$ cat src/hdl/laft_pkg.sv
// shared types, register indexes and helpers for the led address frame transmitter
`default_nettype none

package laft_pkg;

   localparam int FRAME_BYTES    = 4;
   localparam int BYTE_IDX_WIDTH = $clog2(FRAME_BYTES);
   localparam int CSR_IDX_WIDTH  = 2;
   localparam int CSR_DATA_WIDTH = 16;
   localparam int TICK_WIDTH     = 16;

   localparam logic [CSR_IDX_WIDTH-1:0] CSR_BIT_TICKS    = 2'd0;
   localparam logic [CSR_IDX_WIDTH-1:0] CSR_BREAK_TICKS  = 2'd1;
   localparam logic [CSR_IDX_WIDTH-1:0] CSR_MARK_TICKS   = 2'd2;
   localparam logic [CSR_IDX_WIDTH-1:0] CSR_COMMAND_BYTE = 2'd3;

   localparam logic [7:0]  BIT_TICKS_RESET    = 8'd4;
   localparam logic [15:0] BREAK_TICKS_RESET  = 16'd10000;
   localparam logic [7:0]  MARK_TICKS_RESET   = 8'd12;
   localparam logic [7:0]  COMMAND_BYTE_RESET = 8'hD2;

   localparam logic ACTION_TICK  = 1'b0;
   localparam logic ACTION_START = 1'b1;

   typedef enum logic [2:0] {
      PH_IDLE  = 3'd0,
      PH_BREAK = 3'd1,
      PH_MARK  = 3'd2,
      PH_START = 3'd3,
      PH_DATA  = 3'd4,
      PH_STOP  = 3'd5
   } phase_type;

   typedef struct packed {
      logic       action;
      logic [9:0] address;
   } req_type;

   typedef struct packed {
      logic line_level;
      logic busy_res;
      logic frame_done;
   } rsp_type;

   typedef struct packed {
      logic [7:0]  bit_ticks;
      logic [15:0] break_ticks;
      logic [7:0]  mark_ticks;
      logic [7:0]  command_byte;
   } cfg_type;

   function automatic logic [7:0] rev8(input logic [7:0] v);
      logic [7:0] r;
      for (int i = 0; i < 8; i++) begin
         r[7-i] = v[i];
      end
      return r;
   endfunction

endpackage

`default_nettype wire

$ cat src/hdl/laft_sequencer.sv
// frame sequencer: pattern bytes, phase timing and line level for each transfer
`default_nettype none

module laft_sequencer (
   input  wire logic             clock,
   input  wire logic             reset,
   input  wire logic             step,
   input  wire laft_pkg::req_type item,
   input  wire laft_pkg::cfg_type cfg,
   output laft_pkg::rsp_type     result
);
   import laft_pkg::*;

   phase_type                 phase_ff, phase_in;
   logic [TICK_WIDTH-1:0]     tick_count_ff, tick_count_in;
   logic [3:0]                bit_index_ff, bit_index_in;
   logic [BYTE_IDX_WIDTH-1:0] byte_index_ff, byte_index_in;
   logic                      line_ff, line_in;
   logic [7:0]                pattern_ff [FRAME_BYTES];
   logic [7:0]                pattern_in [FRAME_BYTES];
   logic                      done;

   logic                      start_go;
   logic                      tick_go;
   logic [TICK_WIDTH-1:0]     tick_inc;
   logic [TICK_WIDTH-1:0]     phase_len;
   logic                      period_end;
   logic [3:0]                bit_next;
   logic                      last_byte;
   logic [11:0]               channel;
   logic [3:0]                channel_hi;
   logic [7:0]                hi_byte;

   assign start_go  = (item.action == ACTION_START) && (phase_ff == PH_IDLE);
   assign tick_go   = (item.action == ACTION_TICK) && (phase_ff != PH_IDLE);
   assign tick_inc  = tick_count_ff + 1'b1;
   assign bit_next  = bit_index_ff + 1'b1;
   assign last_byte = (byte_index_ff == BYTE_IDX_WIDTH'(FRAME_BYTES - 1));

   // channel = address * 3 + 1, high part scaled by 15 below 240
   assign channel    = ({2'b00, item.address} << 1) + {2'b00, item.address} + 12'd1;
   assign channel_hi = channel[11:8];
   assign hi_byte    = 8'd240 - (({4'b0000, channel_hi} << 4) - {4'b0000, channel_hi});

   always_comb begin
      unique case (phase_ff)
         PH_BREAK: phase_len = cfg.break_ticks;
         PH_MARK:  phase_len = {8'd0, cfg.mark_ticks};
         PH_STOP:  phase_len = {7'd0, cfg.bit_ticks, 1'b0};
         default:  phase_len = {8'd0, cfg.bit_ticks};
      endcase
   end

   // a zero length ends on the first tick since the count is already one
   assign period_end = (tick_inc >= phase_len);

   // next phase
   always_comb begin
      phase_in = phase_ff;
      if (start_go) begin
         phase_in = PH_BREAK;
      end else if (tick_go && period_end) begin
         unique case (phase_ff)
            PH_BREAK: phase_in = PH_MARK;
            PH_MARK:  phase_in = PH_START;
            PH_START: phase_in = PH_DATA;
            PH_DATA:  phase_in = bit_next[3] ? PH_STOP : PH_DATA;
            PH_STOP:  phase_in = last_byte ? PH_IDLE : PH_START;
            default:  phase_in = PH_IDLE;
         endcase
      end
   end

   // counters, pattern and line level
   always_comb begin
      tick_count_in = tick_count_ff;
      bit_index_in  = bit_index_ff;
      byte_index_in = byte_index_ff;
      line_in       = line_ff;
      done          = 1'b0;
      for (int i = 0; i < FRAME_BYTES; i++) begin
         pattern_in[i] = pattern_ff[i];
      end
      if (start_go) begin
         pattern_in[0] = 8'h00;
         pattern_in[1] = rev8(channel[7:0]);
         pattern_in[2] = rev8(hi_byte);
         pattern_in[3] = rev8(cfg.command_byte);
         tick_count_in = '0;
         bit_index_in  = '0;
         byte_index_in = '0;
         line_in       = 1'b0;
      end else if (tick_go) begin
         tick_count_in = tick_inc;
         if (period_end) begin
            tick_count_in = '0;
            unique case (phase_ff)
               PH_BREAK: line_in = 1'b1;
               PH_MARK:  line_in = 1'b0;
               PH_START: begin
                  bit_index_in = '0;
                  line_in      = pattern_ff[byte_index_ff][0];
               end
               PH_DATA: begin
                  bit_index_in = bit_next;
                  line_in      = bit_next[3] ? 1'b1 : pattern_ff[byte_index_ff][bit_next[2:0]];
               end
               PH_STOP: begin
                  bit_index_in = '0;
                  if (last_byte) begin
                     byte_index_in = '0;
                     line_in       = 1'b1;
                     done          = 1'b1;
                  end else begin
                     byte_index_in = byte_index_ff + 1'b1;
                     line_in       = 1'b0;
                  end
               end
               default: line_in = 1'b1;
            endcase
         end
      end
   end

   always_ff @(posedge clock) begin
      if (reset) begin
         phase_ff      <= PH_IDLE;
         tick_count_ff <= '0;
         bit_index_ff  <= '0;
         byte_index_ff <= '0;
         line_ff       <= 1'b1;
      end else if (step) begin
         phase_ff      <= phase_in;
         tick_count_ff <= tick_count_in;
         bit_index_ff  <= bit_index_in;
         byte_index_ff <= byte_index_in;
         line_ff       <= line_in;
      end
   end

   always_ff @(posedge clock) begin
      if (step) begin
         for (int i = 0; i < FRAME_BYTES; i++) begin
            pattern_ff[i] <= pattern_in[i];
         end
      end
   end

   assign result.line_level = line_in;
   assign result.busy_res   = (phase_in != PH_IDLE);
   assign result.frame_done = done;

endmodule

`default_nettype wire

$ cat src/hdl/led_address_frame_transmitter_core.sv
// top level of the led address frame transmitter: config registers and result buffer
`default_nettype none

// Each transfer is either one time tick or a start request with an LED address;
// every transfer returns one result with the line level, busy and frame done.
// One transfer is taken every clock while req_stall is low: the sequencer state
// updates in the same cycle and its result lands in a two-entry output buffer,
// so the result is registered before it shows on rsp_. req_stall rises only when
// both buffer entries hold results the consumer has not taken. Configuration writes
// are applied at once and take effect on the next transfer; a start latches
// command_byte into the frame pattern.
module led_address_frame_transmitter_core (
   input  wire logic                                  clock,
   input  wire logic                                  reset,
   input  wire logic                                  req_valid,
   output logic                                       req_stall,
   input  wire laft_pkg::req_type                     req_data,
   output logic                                       rsp_valid,
   input  wire logic                                  rsp_stall,
   output laft_pkg::rsp_type                          rsp_data,
   input  wire logic                                  csr_write,
   input  wire logic [laft_pkg::CSR_IDX_WIDTH-1:0]    csr_index,
   input  wire logic [laft_pkg::CSR_DATA_WIDTH-1:0]   csr_wdata
);
   import laft_pkg::*;

   cfg_type cfg_ff;
   rsp_type result;
   logic    accept;

   logic    out_valid_ff, out_valid_in;
   rsp_type out_data_ff, out_data_in;
   logic    skid_valid_ff, skid_valid_in;
   rsp_type skid_data_ff, skid_data_in;

   always_ff @(posedge clock) begin
      if (reset) begin
         cfg_ff.bit_ticks    <= BIT_TICKS_RESET;
         cfg_ff.break_ticks  <= BREAK_TICKS_RESET;
         cfg_ff.mark_ticks   <= MARK_TICKS_RESET;
         cfg_ff.command_byte <= COMMAND_BYTE_RESET;
      end else if (csr_write) begin
         unique case (csr_index)
            CSR_BIT_TICKS:    cfg_ff.bit_ticks    <= csr_wdata[7:0];
            CSR_BREAK_TICKS:  cfg_ff.break_ticks  <= csr_wdata;
            CSR_MARK_TICKS:   cfg_ff.mark_ticks   <= csr_wdata[7:0];
            CSR_COMMAND_BYTE: cfg_ff.command_byte <= csr_wdata[7:0];
            default:          cfg_ff.command_byte <= cfg_ff.command_byte;
         endcase
      end
   end

   assign req_stall = skid_valid_ff;
   assign accept    = req_valid && !skid_valid_ff;

   laft_sequencer u_sequencer (
      .clock  (clock),
      .reset  (reset),
      .step   (accept),
      .item   (req_data),
      .cfg    (cfg_ff),
      .result (result)
   );

   // output register with a skid entry behind it
   always_comb begin
      out_valid_in  = out_valid_ff;
      out_data_in   = out_data_ff;
      skid_valid_in = skid_valid_ff;
      skid_data_in  = skid_data_ff;
      if (!out_valid_ff || !rsp_stall) begin
         if (skid_valid_ff) begin
            out_valid_in  = 1'b1;
            out_data_in   = skid_data_ff;
            skid_valid_in = 1'b0;
         end else begin
            out_valid_in = accept;
            out_data_in  = result;
         end
      end else if (accept) begin
         skid_valid_in = 1'b1;
         skid_data_in  = result;
      end
   end

   always_ff @(posedge clock) begin
      if (reset) begin
         out_valid_ff  <= 1'b0;
         skid_valid_ff <= 1'b0;
      end else begin
         out_valid_ff  <= out_valid_in;
         skid_valid_ff <= skid_valid_in;
      end
   end

   always_ff @(posedge clock) begin
      out_data_ff  <= out_data_in;
      skid_data_ff <= skid_data_in;
   end

   assign rsp_valid = out_valid_ff;
   assign rsp_data  = out_data_ff;

endmodule

`default_nettype wire

$ cat config.mk
export PLATFORM = sky130hd
export DESIGN_NAME = led_address_frame_transmitter_core
export DESIGN_NICKNAME = d
export VERILOG_FILES = /design/src/hdl/laft_pkg.sv /design/src/hdl/laft_sequencer.sv /design/src/hdl/led_address_frame_transmitter_core.sv
export SDC_FILE = /design/constraint.sdc
export NUM_CORES = 1
export LEC_CHECK = 0
export BUFFER_PORTS_ARGS = -buffer_cell sky130_fd_sc_hd__buf_4
export CAP_MARGIN = 10
export CORE_UTILIZATION = 60
export DETAILED_ROUTE_END_ITERATION = 16
export GPL_TIMING_DRIVEN = 0
export MAX_ROUTING_LAYER = met4
export PLACE_DENSITY = 0.79
export SLEW_MARGIN = 40
export SYNTH_ARGS = -nofsm -noshare
export SYNTH_HDL_FRONTEND = slang
export SYNTH_SLANG_ARGS = --single-unit
$ cat constraint.sdc
create_clock -name clock -period 10.3 [get_ports clock]
set_input_delay 0.515 -clock clock [delete_from_list [all_inputs] [get_ports clock]]
set_output_delay 0.515 -clock clock [all_outputs]
set_load 0.01 [all_outputs]
Yosys cells after proc, flatten, opt, wreduce, memory -nomap -nowiden
Memory sizes are Yosys's and may differ from the RTL's. A register that Yosys moved wholly into a read port is not among the register bits.
Index checks and enable logic that the tools add are counted.
- memories: 1
- logic and storage cells: 103
- input bits: 34
- register bits: 74
- output and inout port bits: 5
- RAM bits: 32
- $add $sub $neg: 7
- muxes and demuxes: 37
- bitwise gates (word level): 2
- reductions and logical operators: 27
- equal/unequal tests: 10
- order comparisons: 2
- memories (memory ; words ; bits a word ; rd ports ; clocked after memory_dff ; write ports ; RTL line ; RTL):
    u_sequencer.pattern_ff ; 4 ; 8 ; 1 ; 1 ; 4 ; laft_sequencer.sv:19 ; logic [7:0] pattern_ff [FRAME_BYTES];
- operator list (cell ; number):
    $mux W16 ; 3
    $pmux W16 S3 ; 1
    $mux W32 ; 1
    $add A16 B1 Y16 const B ; 1
    $ge A16 B16 Y1 ; 1
    $mux W2 ; 8
    $pmux W3 S5 ; 1
    $mux W1 ; 14
    $reduce_and A2 Y1 ; 7
    $add A11 B10 Y12 ; 1
    $add A12 B1 Y12 const B ; 1
    $mux W4 ; 3
    $mux W3 ; 3
    $reduce_bool A3 Y1 ; 3
    $pmux W4 S2 ; 1
    $reduce_and A4 Y1 ; 2
    $sub A8 B4 Y8 ; 1
    $sub A8 B8 Y8 const A ; 1
    $eq A2 B2 Y1 const B ; 3
    $eq A3 B2 Y1 const B ; 2
    $eq A3 B3 Y1 const B ; 2
    $reduce_bool A2 Y1 ; 3
    $add A4 B1 Y4 const B ; 1
    $logic_and A1 B1 Y1 ; 4
    other kinds (13) ; 17

Depth between registers and ports, before layout
Gate-level depths: netlist (run 1).
- word-level depth: 9
- depth in mapped cells: 15
- depth with buffers taken out: 13

By module
From an unflattened synthesis (run 1), not the netlist that was laid out.
- cells, all modules: 600
- area, all modules: 5878.1 sq um
- modules (own cells, without submodules) (module ; instances ; cells each ; sequential area each (sq um) ; area an instance (sq um)):
    laft_sequencer ; 1 ; 422 ; 1281.2 ; 3942.5
    led_address_frame_transmitter_core ; 1 ; 178 ; 1021.0 ; 1935.6

Worst setup path before layout (run 1)
OpenSTA, ideal clock, no wires.
- path type: reg2reg
- start: reg u_sequencer.phase_ff[2]
- end: reg u_sequencer.tick_count_ff[13]
- clock period less this slack: 3.459 ns
- required time: 10.241 ns
- library setup time: 0.059 ns
- stages on the path, launching flop included: 15
- arrival: 3.400 ns
- buffers on the path: 3
- setup slack: 6.841 ns
- path through: dfxtp_1 > clkbuf_1 > buf_1 > mux2i_1 > o21ai_0 > a21oi_1 > ha_1 > a211oi_1 > and3_1 > o21ai_1 > a211o_1 > or3_1 > clkbuf_2 > or4_1 > nand2_1
- longest elaborated chain between the ends: 6
- elaborated cells between the ends (all ways): 14
- classes of those cells: 1 x order compare; 3 x eq/ne; 4 x mux; 6 x reduce/logical
- RTL lines (item ; RTL line ; RTL):
    start: declaration ; laft_sequencer.sv:14 ; phase_type phase_ff, phase_in;
    start signal: assignment ; laft_sequencer.sv:133 ; phase_ff <= phase_in;
    $eq A3 B3 Y1, or another cell as far along ; laft_sequencer.sv:46 ; unique case (phase_ff)
    $pmux W16 S3 ; laft_sequencer.sv:46 ;
    $ge A16 B16 Y1 ; laft_sequencer.sv:55 ; assign period_end = (tick_inc >= phase_len);
    $mux W16 ; laft_sequencer.sv:95 ; if (period_end) begin
    $mux W16 ; laft_sequencer.sv:93 ; end else if (tick_go) begin
    $mux W16 ; laft_sequencer.sv:84 ; if (start_go) begin
    end signal: assignment ; laft_sequencer.sv:134 ; tick_count_ff <= tick_count_in;
    end: declaration ; laft_sequencer.sv:15 ; logic [TICK_WIDTH-1:0] tick_count_ff, tick_count_in;
Several ways; a longest one is shown, not always the timed one. The select of a mux whose other input is x is not followed.
A chain may end at the register's enable or synchronous reset.

==> flow_summary.yaml, run 1 <==
status:
  run_status: "completed"
detailed_routing:
  drt-total-wl_um: 12700
  route.detailed.drc: 0
  route.antenna.remaining_nets: 0
  routed_wire_length_per_instance_um: 16.0
  vias: 4754
  drt_first_pass_iters: 6
  routed_via_density: 5.98
  detail_route.iter0.violations: 222
clock_network:
  post_cts.repair.setup_buffers: 0
  clk_path_buf_depth: 2
  tritoncts_clock_tree: "yes"
  ctsHtreeMaxLevel: 3
  clk_pin_slew_ps: 110
  cts-buffers-inserted: 9
  cts-root-buf: "clkbuf_8"
  clock_tree_sinks: 100
  worstSkewPairLatency_ps: 370
  cts_hold_buffers: 0
  cts.repair.resized: 0
logic_synthesis:
  postSynthAreaPerCell_um2: 8.70
  ys.warnings.count: 0
  post_synth_inst_count: 634
  netlist.top_cell.by_area: "dfxtp_1"
  synth.most_common_cell: "nand2_1"
  synthTopCellsByCount: "106 x nand2_1, 70 x dfxtp_1, 56 x nor2_1, 48 x a21oi_1, 33 x ha_1"
  synthesis.area_um2: 5510
  syn_nets: 702
  synthFlopType: "dfxtp_1"
  ys_ff_latch: 100
  synthTopCellsByArea: "dfxtp_1 25%, edfxtp_1 16%, ha_1 7.5%, nand2_1 7.2%, a21oi_1 4.4%"
  synth.yosys.seq_area_share: 0.418
  synth_enable_flop_cells: 30
  post_synth_num_cell_types: 49
  yosysTopAreaCellShare: 0.254
  synth-async-reset-ratio: 0
place:
  detailedPlacementHpwl_um: 9490
  placement.setup.worst_slack_ps: 6200
  port_buffers: 37
  place.gp.congestion: 0.908
worst_hold_path:
  worst_hold_path.num_cells: 3
  hp-start: "csr_wdata[8]"
  min_delay_worst_endpoint: "cfg_ff[24]"
  holdCritPathClass: "input pin to flip-flop"
setup_path:
  critPathKind: "flip-flop to flip-flop"
  reg2reg_slack_ps: 6090
  critical_path.endpoint_type: "flip-flop"
  reg2reg_depth: 14
  startpoint_type: "flip-flop"
  regToRegStartpoint: "u_sequencer.phase_ff[2]"
  arr_time_crit_path_ps: 4340
  rr_endpoint: "rsp_data[1]"
  maximum_fanout_encountered_on_the_critical_timing_path: 10
  cp_data_required_time_ps: 10430
sta:
  finalWorstPathRequiredPeriod_ps: 4210
  final-hold-violation-count: 0
  period_share: 0.409
  whs_ps: 349
  grt_setup_unrepaired: "no"
  finalSetupTns_ps: 0
  maxSlewHeadroom: 0.424
  achievable-frequency_ghz: 0.237
  setup_slack_ps: 6090
  report.final.setup_viol: 0
  timing_max_transition_violations_final: 0
  max_slew.worst_pin.slew_ps: 863
  final.setup_skew_ps: 9.91
global_route:
  grt_pass1_wl_um: 21500
  grtUsageTotal: 0.288
  vias_in_the_first_global_route: 4586
  largest_net_degree_at_the_start_of_global_routing: 25
  grt_remaining_overflow: 0
  grt_antenna_before_repair: 0
run:
  maxCapViolCount: 0
floorplanning:
  dieWidth_um: 97.9
  fp.coreArea_um2: 8810
  floorplan.rows: 34
  area_of_the_die_um2: 9580
  die_height_um: 97.9
  io_pins: 39
  initial_core_util: 0.626
finish:
  antennaDiodeCount: 0
  seqCellArea_um2: 2300
  syn_to_final_growth_pct: 11.0
  filler_cell_count: 725
  multiInputGateArea_um2: 3030
  layout_nets: 750
  share_of_layout_cells_above_drive_strength_1: 0.108
power_and_ir_drop:
  vdd_ir_drop_max_mv: 0.0930
  power_per_cell_area_nw_per_um2: 129
  power.static_leakage_nw: 2.34
[cell families (layout without fill, tap and decap cells)]
group                      after synthesis  count (layout)  synth area share
xor gates and xnor gates                23              23            0.0365
muxes                                   30              30            0.0635
DFF                                    100             100             0.418
and+or+nand+nor                        268             268             0.228
AOI/OAI and AO/OA                      128             128             0.141
adders and majority gates               34              34            0.0785
buffers and inverters                   51             104            0.0349
[metal layers]
metal,up-vias,wire length (µm),share of wire,track usage
met5,-,0,0,-
met2,150,5890,0.46,0.458
met1,2242,5820,0.46,0.377
met3,22,781,0.061,0.0551
met4,0,245,0.019,0.0769
li1,2340,-,-,-
[sequential cells by signal, summed over array words and instances, names as in the netlist, named ones only]
| signal | flops |
|---|---|
| u_sequencer.pattern_ff | 24 |
| u_sequencer.byte_index_ff | 2 |
| cfg_ff | 40 |
| rsp_data | 3 |
| u_sequencer.line_ff | 1 |
| u_sequencer.phase_ff | 3 |
| u_sequencer.bit_index_ff | 4 |
| req_stall | 1 |
| skid_data_ff | 3 |
| u_sequencer.tick_count_ff | 16 |
| rsp_valid | 1 |
[cells in the final DEF, fill, tap and decap left out, types with 3 or more instances in the layout]
cell type,count
nand2_1,106
dfxtp_1,70
nor2_1,56
a21oi_1,48
buf_4,37
ha_1,33
o21ai_0,30
edfxtp_1,30
clkbuf_1,25
nor3_1,20
inv_1,20
mux2i_1,17
xnor2_1,14
nand3_1,13
nand3b_1,13
nor2b_1,12
mux2_2,10
o21a_1,9
xor2_1,9
a22oi_1,9
clkbuf_8,9
nand4_1,8
or3_1,8
nand2b_1,7
a211oi_1,6
and3_1,6
or2_2,5
a31oi_1,4
nor4_1,4
buf_1,4
a211o_1,3
mux4_2,3
or4_1,3
clkinv_4,3
[per-stage QoR]
step,std cells,utilization,area (µm²),total power [W]
5_1_grt,795,0.695,6120,0.000824
3_5_place_dp,779,0.674,5930,0.000559
2_1_floorplan,634,-,5510,0.000518
3_3_place_gp,779,0.673,5930,0.000553
4_1_cts,795,0.694,6110,0.000792
6_report,795,0.695,6120,0.000791
[critical path: stages, from the launching register on]
cell      delay (ps)
dfxtp_1          380
clkbuf_1         440
buf_1            570
mux2i_1          250
o21ai_0          100
a21oi_1          220
ha_1             300
a211oi_1         230
and3_1           180
o21ai_1           80
a211o_1          380
clkbuf_1         280
nor2_1           160
o211ai_1         140
mux2_2           280
[worst max path at each step]
stage / from / endpoint / slack (ps)
floorplan: u_sequencer.phase_ff[2] / u_sequencer.tick_count_ff[13] / 6840
global placement: u_sequencer.phase_ff[2] / u_sequencer.tick_count_ff[0] / 6240
detailed placement: u_sequencer.phase_ff[2] / u_sequencer.tick_count_ff[13] / 6200
CTS: u_sequencer.phase_ff[2] / u_sequencer.tick_count_ff[13] / 6180
global route: u_sequencer.phase_ff[2] / u_sequencer.bit_index_ff[2] / 5790
finish: u_sequencer.phase_ff[2] / rsp_data[1] / 6090
[area by class of cell]
| type | count | share of cell area |
|---|---|---|
| clock inverters | 7 | 0.00961 |
| plain buffers | 30 | 0.0186 |
| repair buffers | 37 | 0.0454 |
| inverters | 21 | 0.0129 |
| flip-flops and latches | 100 | 0.376 |
| well taps | 108 | 0.0221 |
| clock buffers | 9 | 0.0202 |
| multi-input cells | 483 | 0.495 |
[report_power, final]
part | internal (W) | total (W) | switching, W | leakage [nW]
combinational | 0.0000499 | 0.000119 | 0.0000690 | 1.40
sequential | 0.000425 | 0.000432 | 0.00000788 | 0.844
clock | 0.0000919 | 0.000239 | 0.000147 | 0.0937
total | 0.000566 | 0.000791 | 0.000224 | 2.34
(Power assumes the default switching activity.)
==> run 2, diff against run 1 <==
--- a/config.mk
+++ b/config.mk
@@ -5,6 +5,7 @@
 export SDC_FILE = /design/constraint.sdc
 export NUM_CORES = 1
 export LEC_CHECK = 0
+export ABC_AREA = 1
 export BUFFER_PORTS_ARGS = -buffer_cell sky130_fd_sc_hd__buf_4
 export CAP_MARGIN = 10
 export CORE_UTILIZATION = 60
==> constraint.sdc (replaced) <==
create_clock -name clock -period 4.1 [get_ports clock]
set_input_delay 0.205 -clock clock [delete_from_list [all_inputs] [get_ports clock]]
set_output_delay 0.205 -clock clock [all_outputs]
set_load 0.01 [all_outputs]
==> flow_summary.yaml, run 2 <==
global_route:
  grtUsageTotal: 0.268
  grt_pass1_wl_um: 20100
  largest_net_degree_at_the_start_of_global_routing: 25
  vias_in_the_first_global_route: 4434
  grt_antenna_before_repair: 0
  grt_remaining_overflow: 0
setup_path:
  path_buf_inv: 2
  critPathMaxStageDelay_ps: 500
  cp_slowest_cell: "dfxtp_1"
  startpoint_type: "flip-flop"
  critical-path-top-cell-by-count: "nand2_1"
  arr_time_crit_path_ps: 3540
  maximum_fanout_encountered_on_the_critical_timing_path: 9
  critPathKind: "flip-flop to flip-flop"
  critical_path.top_delay_family: "simple AND/OR/NAND/NOR gates"
  cp_data_required_time_ps: 4240
  timing.critical_path.cells: "nand3_2, inv_2, nor2_1, nand2_1, inv_2, a221oi_2, ha_1, nand2_1, nand2_1, nand2_1, nand2_1, nand2_1, nand2_1, nand2_1, nand3_2, nand2_1, nand2_1, nand3_1, nand3_2, nand2_1, nand2_1"
  critical_path.endpoint_type: "flip-flop"
detailed_routing:
  vias: 4650
  drt-total-wl_um: 11700
  route.antenna.remaining_nets: 0
  route.detailed.drc: 0
  drt_first_pass_iters: 5
  routed_via_density: 5.55
  routed_wire_length_per_instance_um: 13.9
  detail_route.iter0.violations: 319
sta:
  timing_max_transition_violations_final: 0
  final-hold-violation-count: 0
  final.setup_skew_ps: 13.9
  achievable-frequency_ghz: 0.294
  period_share: 0.830
  finalSetupTns_ps: 0
  maxSlewHeadroom: 0.645
  max_slew.worst_pin.slew_ps: 531
  grt_setup_unrepaired: "no"
  report.final.setup_viol: 0
  finalWorstPathRequiredPeriod_ps: 3400
power_and_ir_drop:
  power_per_cell_area_nw_per_um2: 348
  vdd_ir_drop_max_mv: 0.256
  fin_total_pwr_w: 0.00212
  power.static_leakage_nw: 2.68
status:
  run_status: "completed"
floorplanning:
  fp.coreArea_um2: 8720
  io_pins: 39
  initial_core_util: 0.621
  dieWidth_um: 97.0
  die_height_um: 97.0
  floorplan.rows: 34
  area_of_the_die_um2: 9410
finish:
  mostFrequentLayoutCells: "118 x nand2_1, 90 x nor2_1, 80 x inv_1"
  layout_nets: 793
  share_of_layout_cells_above_drive_strength_1: 0.141
  multiInputGateArea_um2: 2700
  antennaDiodeCount: 0
  register_with_the_highest_flop_count: "cfg_ff"
  number_of_flip_flops_under_the_largest_register_name: 40
  most_frequent_standard_cell_in_the_layout_excluding_fill_and_tap_cells: "nand2_1"
  filler_cell_count: 723
  seqCellArea_um2: 2300
  top_regs: "cfg_ff (40), u_sequencer.pattern_ff (24), u_sequencer.tick_count_ff (16)"
  syn_to_final_growth_pct: 12.3
clock_network:
  cts-root-buf: "clkbuf_8"
  clk_path_buf_depth: 2
  clk_pin_slew_ps: 110
  tritoncts_clock_tree: "yes"
  ctsHtreeMaxLevel: 3
  post_cts.repair.setup_buffers: 0
  cts-buffers-inserted: 9
  worstSkewPairLatency_ps: 380
  cts_hold_buffers: 0
  cts.repair.resized: 0
  clock_tree_sinks: 100
worst_hold_path:
  holdCritPathClass: "input pin to flip-flop"
logic_synthesis:
  synth.most_common_cell: "nand2_1"
  post_synth_num_cell_types: 46
  yosysTopAreaCellShare: 0.259
  synthTopCellsByCount: "118 x nand2_1, 91 x nor2_1, 80 x inv_1, 70 x dfxtp_1, 44 x a21oi_1"
  synth.yosys.seq_area_share: 0.425
  synth-async-reset-ratio: 0
  ys.warnings.count: 0
  post_synth_inst_count: 675
  postSynthAreaPerCell_um2: 8.02
  synthTopCellsByArea: "dfxtp_1 26%, edfxtp_1 17%, nand2_1 8.2%, ha_1 7.6%, nor2_1 6.3%"
  netlist.top_cell.by_area: "dfxtp_1"
  synthesis.area_um2: 5410
  synth_enable_flop_cells: 30
  synthFlopType: "dfxtp_1"
  syn_nets: 743
  ys_ff_latch: 100
place:
  detailedPlacementHpwl_um: 8820
  port_buffers: 38
  place.gp.congestion: 0.899
run:
  maxCapViolCount: 0
run 2: cell count changes in the layout (fill, tap and decap cells not counted), moves of 9 or more:
cell and change:
nand3b_1 -11, nand2_1 +12, nor2_1 +34, clkbuf_1 -13, nand3_1 +25, mux2_2 -10
o21a_1 -9, inv_1 +60, mux2i_1 -17, nor3_1 -15, nor2b_1 -12
run 2: per-layer routing:
layer  vias to the layer above  track usage  share of wire
met5                         -            -              0
met4                         0       0.0689          0.014
li1                       2351            -              -
met1                      2154        0.345           0.46
met3                        20       0.0376          0.044
met2                       125        0.447           0.49
run 2: worst register-to-register path: stages (launching register included):
cell	delay (ps)
dfxtp_1	500
nand3_2	280
inv_2	200
nor2_1	80
nand2_1	230
inv_2	100
a221oi_2	310
ha_1	300
nand2_1	70
nand2_1	50
nand2_1	50
nand2_1	50
nand2_1	50
nand2_1	40
nand2_1	100
nand3_2	120
nand2_1	210
nand2_1	80
nand3_1	130
nand3_2	100
nand2_1	70
nand2_1	50
run 2: final timing paths:
path	startpoint	end	slack, ps	depth (start not counted)
setup reg to reg	u_sequencer.phase_ff[2]	rsp_data[1]	700	21
hold reg to reg	cfg_ff[13]	cfg_ff[13]	460	2
hold / removal	csr_wdata[10]	cfg_ff[26]	30	3
setup / recovery	u_sequencer.phase_ff[2]	rsp_data[1]	700	21
run 2: logic make-up after synthesis:
family,count (synthesis),share of synthesized area
AND/OR/NAND/NOR,281,0.235
AO/OA/AOI/OAI,133,0.149
flip-flops,100,0.425
adder cells (fa/ha/maj),34,0.0800
buffers and inverters,107,0.0772
XOR/XNOR,20,0.0337
run 2: per-stage QoR:
stage	hold WS, ps	std cells	util	area (µm²)	worst slack, ps
final	28.9	838	0.697	6080	699
after global routing	31.5	838	0.697	6080	439
after CTS	26.2	838	0.697	6080	766
after detailed placement	424	822	0.673	5870	796
after global placement	417	821	0.669	5830	836
after floorplan	331	675	-	5410	1400
run 2: final cells by class:
type                       count  share of cell area
buffer                        16              0.0117
clock buffer                   9              0.0204
clock inverter                 7              0.0142
inverter                      91              0.0570
multi-input combinational    468               0.444
sequential                   100               0.379
tap                          108              0.0222
timing repair buffer          39              0.0515
run 2: power by group:
part | internal, W | switching (W) | leakage [nW]
Sequential | 0.00108 | 0.0000269 | 0.847
Clock | 0.000247 | 0.000401 | 0.105
Combinational | 0.000137 | 0.000230 | 1.73
==> run 3, diff against run 2 <==
--- a/config.mk
+++ b/config.mk
@@ -5,14 +5,14 @@
 export SDC_FILE = /design/constraint.sdc
 export NUM_CORES = 1
 export LEC_CHECK = 0
-export ABC_AREA = 1
+export ABC_AREA = 0
 export BUFFER_PORTS_ARGS = -buffer_cell sky130_fd_sc_hd__buf_4
 export CAP_MARGIN = 10
-export CORE_UTILIZATION = 60
+export CORE_UTILIZATION = 55
 export DETAILED_ROUTE_END_ITERATION = 16
 export GPL_TIMING_DRIVEN = 0
 export MAX_ROUTING_LAYER = met4
-export PLACE_DENSITY = 0.79
+export PLACE_DENSITY = 0.77
 export SLEW_MARGIN = 40
 export SYNTH_ARGS = -nofsm -noshare
 export SYNTH_HDL_FRONTEND = slang
==> constraint.sdc (replaced) <==
create_clock -name clock -period 2.8 [get_ports clock]
set_input_delay 0.14 -clock clock [delete_from_list [all_inputs] [get_ports clock]]
set_output_delay 0.14 -clock clock [all_outputs]
set_load 0.01 [all_outputs]
==> flow_summary.yaml, run 3 (synthesis gave the netlist of run 1 again) <==
status:
  run_status: "finished with violations"
  violations_in_the_final_reports: "setup timing"
finish:
  mostFrequentLayoutCells: "104 x nand2_1, 63 x buf_4, 57 x dfxtp_1"
  antennaDiodeCount: 0
  final_cell_count_without_fillers: 850
  seqCellArea_um2: 2330
  register_with_the_highest_flop_count: "cfg_ff"
  multiInputGateArea_um2: 3330
  number_of_flip_flops_under_the_largest_register_name: 40
  most_frequent_standard_cell_in_the_layout_excluding_fill_and_tap_cells: "nand2_1"
  syn_to_final_growth_pct: 23.8
  filler_cell_count: 742
  top_regs: "cfg_ff (40), u_sequencer.pattern_ff (24), u_sequencer.tick_count_ff (16)"
  fin_util: 0.702
  share_of_layout_cells_above_drive_strength_1: 0.232
  layout_nets: 780
floorplanning:
  fp.coreArea_um2: 9730
  dieWidth_um: 102
  die_height_um: 102
  area_of_the_die_um2: 10400
  initial_core_util: 0.567
  io_pins: 39
  floorplan.rows: 36
sta:
  final.setup_skew_ps: 16.4
  grt_setup_unrepaired: "yes"
  whs_ps: 13.5
  final-hold-violation-count: 0
  setup_slack_ps: -413
  period_share: 1.15
  finalSetupTns_ps: -8670
  report.final.setup_viol: 34
  finalWorstPathRequiredPeriod_ps: 3210
  max_slew.worst_pin.slew_ps: 685
  timing_max_transition_violations_final: 0
  achievable-frequency_ghz: 0.311
  maxSlewHeadroom: 0.543
power_and_ir_drop:
  power.static_leakage_nw: 2.62
  power_per_cell_area_nw_per_um2: 451
  vdd_ir_drop_max_mv: 0.246
  fin_total_pwr_w: 0.00308
global_route:
  grt_antenna_before_repair: 0
  grt_pass1_wl_um: 21300
  largest_net_degree_at_the_start_of_global_routing: 25
  vias_in_the_first_global_route: 4505
  grtUsageTotal: 0.274
  grt_remaining_overflow: 0
setup_path:
  regToRegStartpoint: "u_sequencer.tick_count_ff[1]"
  reg2reg_slack_ps: -410
  reg2reg_depth: 14
  rr_endpoint: "rsp_data[1]"
  critPathKind: "flip-flop to flip-flop"
  arr_time_crit_path_ps: 3340
  startpoint_type: "flip-flop"
  cp_data_required_time_ps: 2920
  maximum_fanout_encountered_on_the_critical_timing_path: 5
  critical_path.endpoint_type: "flip-flop"
clock_network:
  cts-buffers-inserted: 9
  cts-root-buf: "clkbuf_8"
  clk_path_buf_depth: 2
  worstSkewPairLatency_ps: 370
  ctsHtreeMaxLevel: 3
  clock_tree_sinks: 100
  clk_pin_slew_ps: 100
  tritoncts_clock_tree: "yes"
place:
  port_buffers: 37
  detailedPlacementHpwl_um: 9560
  place.gp.congestion: 0.896
  place_inst: 804
worst_hold_path:
  min_delay_worst_endpoint: "cfg_ff[30]"
  holdCritPathClass: "input pin to flip-flop"
  worst_hold_path.num_cells: 3
  hp-start: "csr_wdata[14]"
detailed_routing:
  drt_first_pass_iters: 5
  routed_wire_length_per_instance_um: 16.3
  route.antenna.remaining_nets: 0
  routed_via_density: 5.80
  detail_route.iter0.violations: 233
  route.detailed.drc: 0
  drt-total-wl_um: 13800
  vias: 4931
run:
  maxCapViolCount: 0
-- run 3: cell types whose count changed in the layout (fill, tap and decap cells not counted), moves of 12 or more --
cell,change
buf_4,+25
dfxtp_1,-13
inv_1,-60
mux2i_1,+16
nand2_1,-14
nand3_1,-30
nor2_1,-38
nor2b_1,+12
nor3_1,+13
o21ai_0,-16
-- run 3: repair_timing --
action / in CTS / in global routing
pin swaps: 17 / 17
buffers inserted: 19 / 10
setup endpoints to repair: 34 / 34
resized for setup: 30 / 53
endpoints found under the hold margin: 4 / 0
hold buffers: 4 / 0
-- run 3: how the worst max path moves through the flow --
| stage | from | to | slack, ps | depth (start not counted) |
|---|---|---|---|---|
| global placement | u_sequencer.phase_ff[2] | u_sequencer.tick_count_ff[3] | -720 | 13 |
| finish | u_sequencer.tick_count_ff[1] | rsp_data[1] | -410 | 14 |
| detailed placement | u_sequencer.phase_ff[2] | u_sequencer.tick_count_ff[13] | -720 | 14 |
| floorplan | u_sequencer.tick_count_ff[2] | u_sequencer.tick_count_ff[13] | -300 | 15 |
| CTS | u_sequencer.tick_count_ff[0] | u_sequencer.tick_count_ff[13] | -380 | 13 |
| global route | u_sequencer.tick_count_ff[6] | rsp_data[1] | -540 | 14 |
-- run 3: layout make-up --
class | instances | area share
Buffer | 27 | 0.0240
Multi-Input combinational cell | 483 | 0.487
Clock buffer | 11 | 0.0255
Timing Repair Buffer | 70 | 0.0801
Clock inverter | 5 | 0.00660
Tap cell | 133 | 0.0244
Inverter | 21 | 0.0115
Sequential cell | 100 | 0.341
-- run 3: metrics by stage --
step	instance area (µm²)	worst slack, ps
after detailed placement	6070	-717
after CTS	6540	-377
after floorplan	5620	-305
after global placement	6070	-724
after global routing	6830	-537
final	6830	-413
-- run 3: critical path: stages (launching register included) --
cell      delay [ps]
dfxtp_2          390
ha_4             180
nand3_2          180
nor2_4           180
nand3_2          120
xnor2_2          170
ha_2             210
nor4_2           270
o21a_1           150
nor3_1            50
a211o_2          380
clkbuf_8         170
nor2_1           100
o211ai_1         150
mux2_4           290
-- run 3: metal layers --
layer / share of wire / vias to the layer above / global-route usage
li1: - / 2403 / -
met2: 0.51 / 127 / 0.479
met4: 0.030 / 0 / 0.103
met5: 0 / - / -
met1: 0.42 / 2367 / 0.319
met3: 0.038 / 34 / 0.0376
-- run 3: where the power goes --
| group | internal, W | leakage, nW | switching [W] |
|---|---|---|---|
| clock network | 0.000446 | 0.109 | 0.000542 |
| registers | 0.00156 | 0.852 | 0.0000318 |
| logic | 0.000222 | 1.66 | 0.000279 |
| total | 0.00223 | 2.62 | 0.000852 |
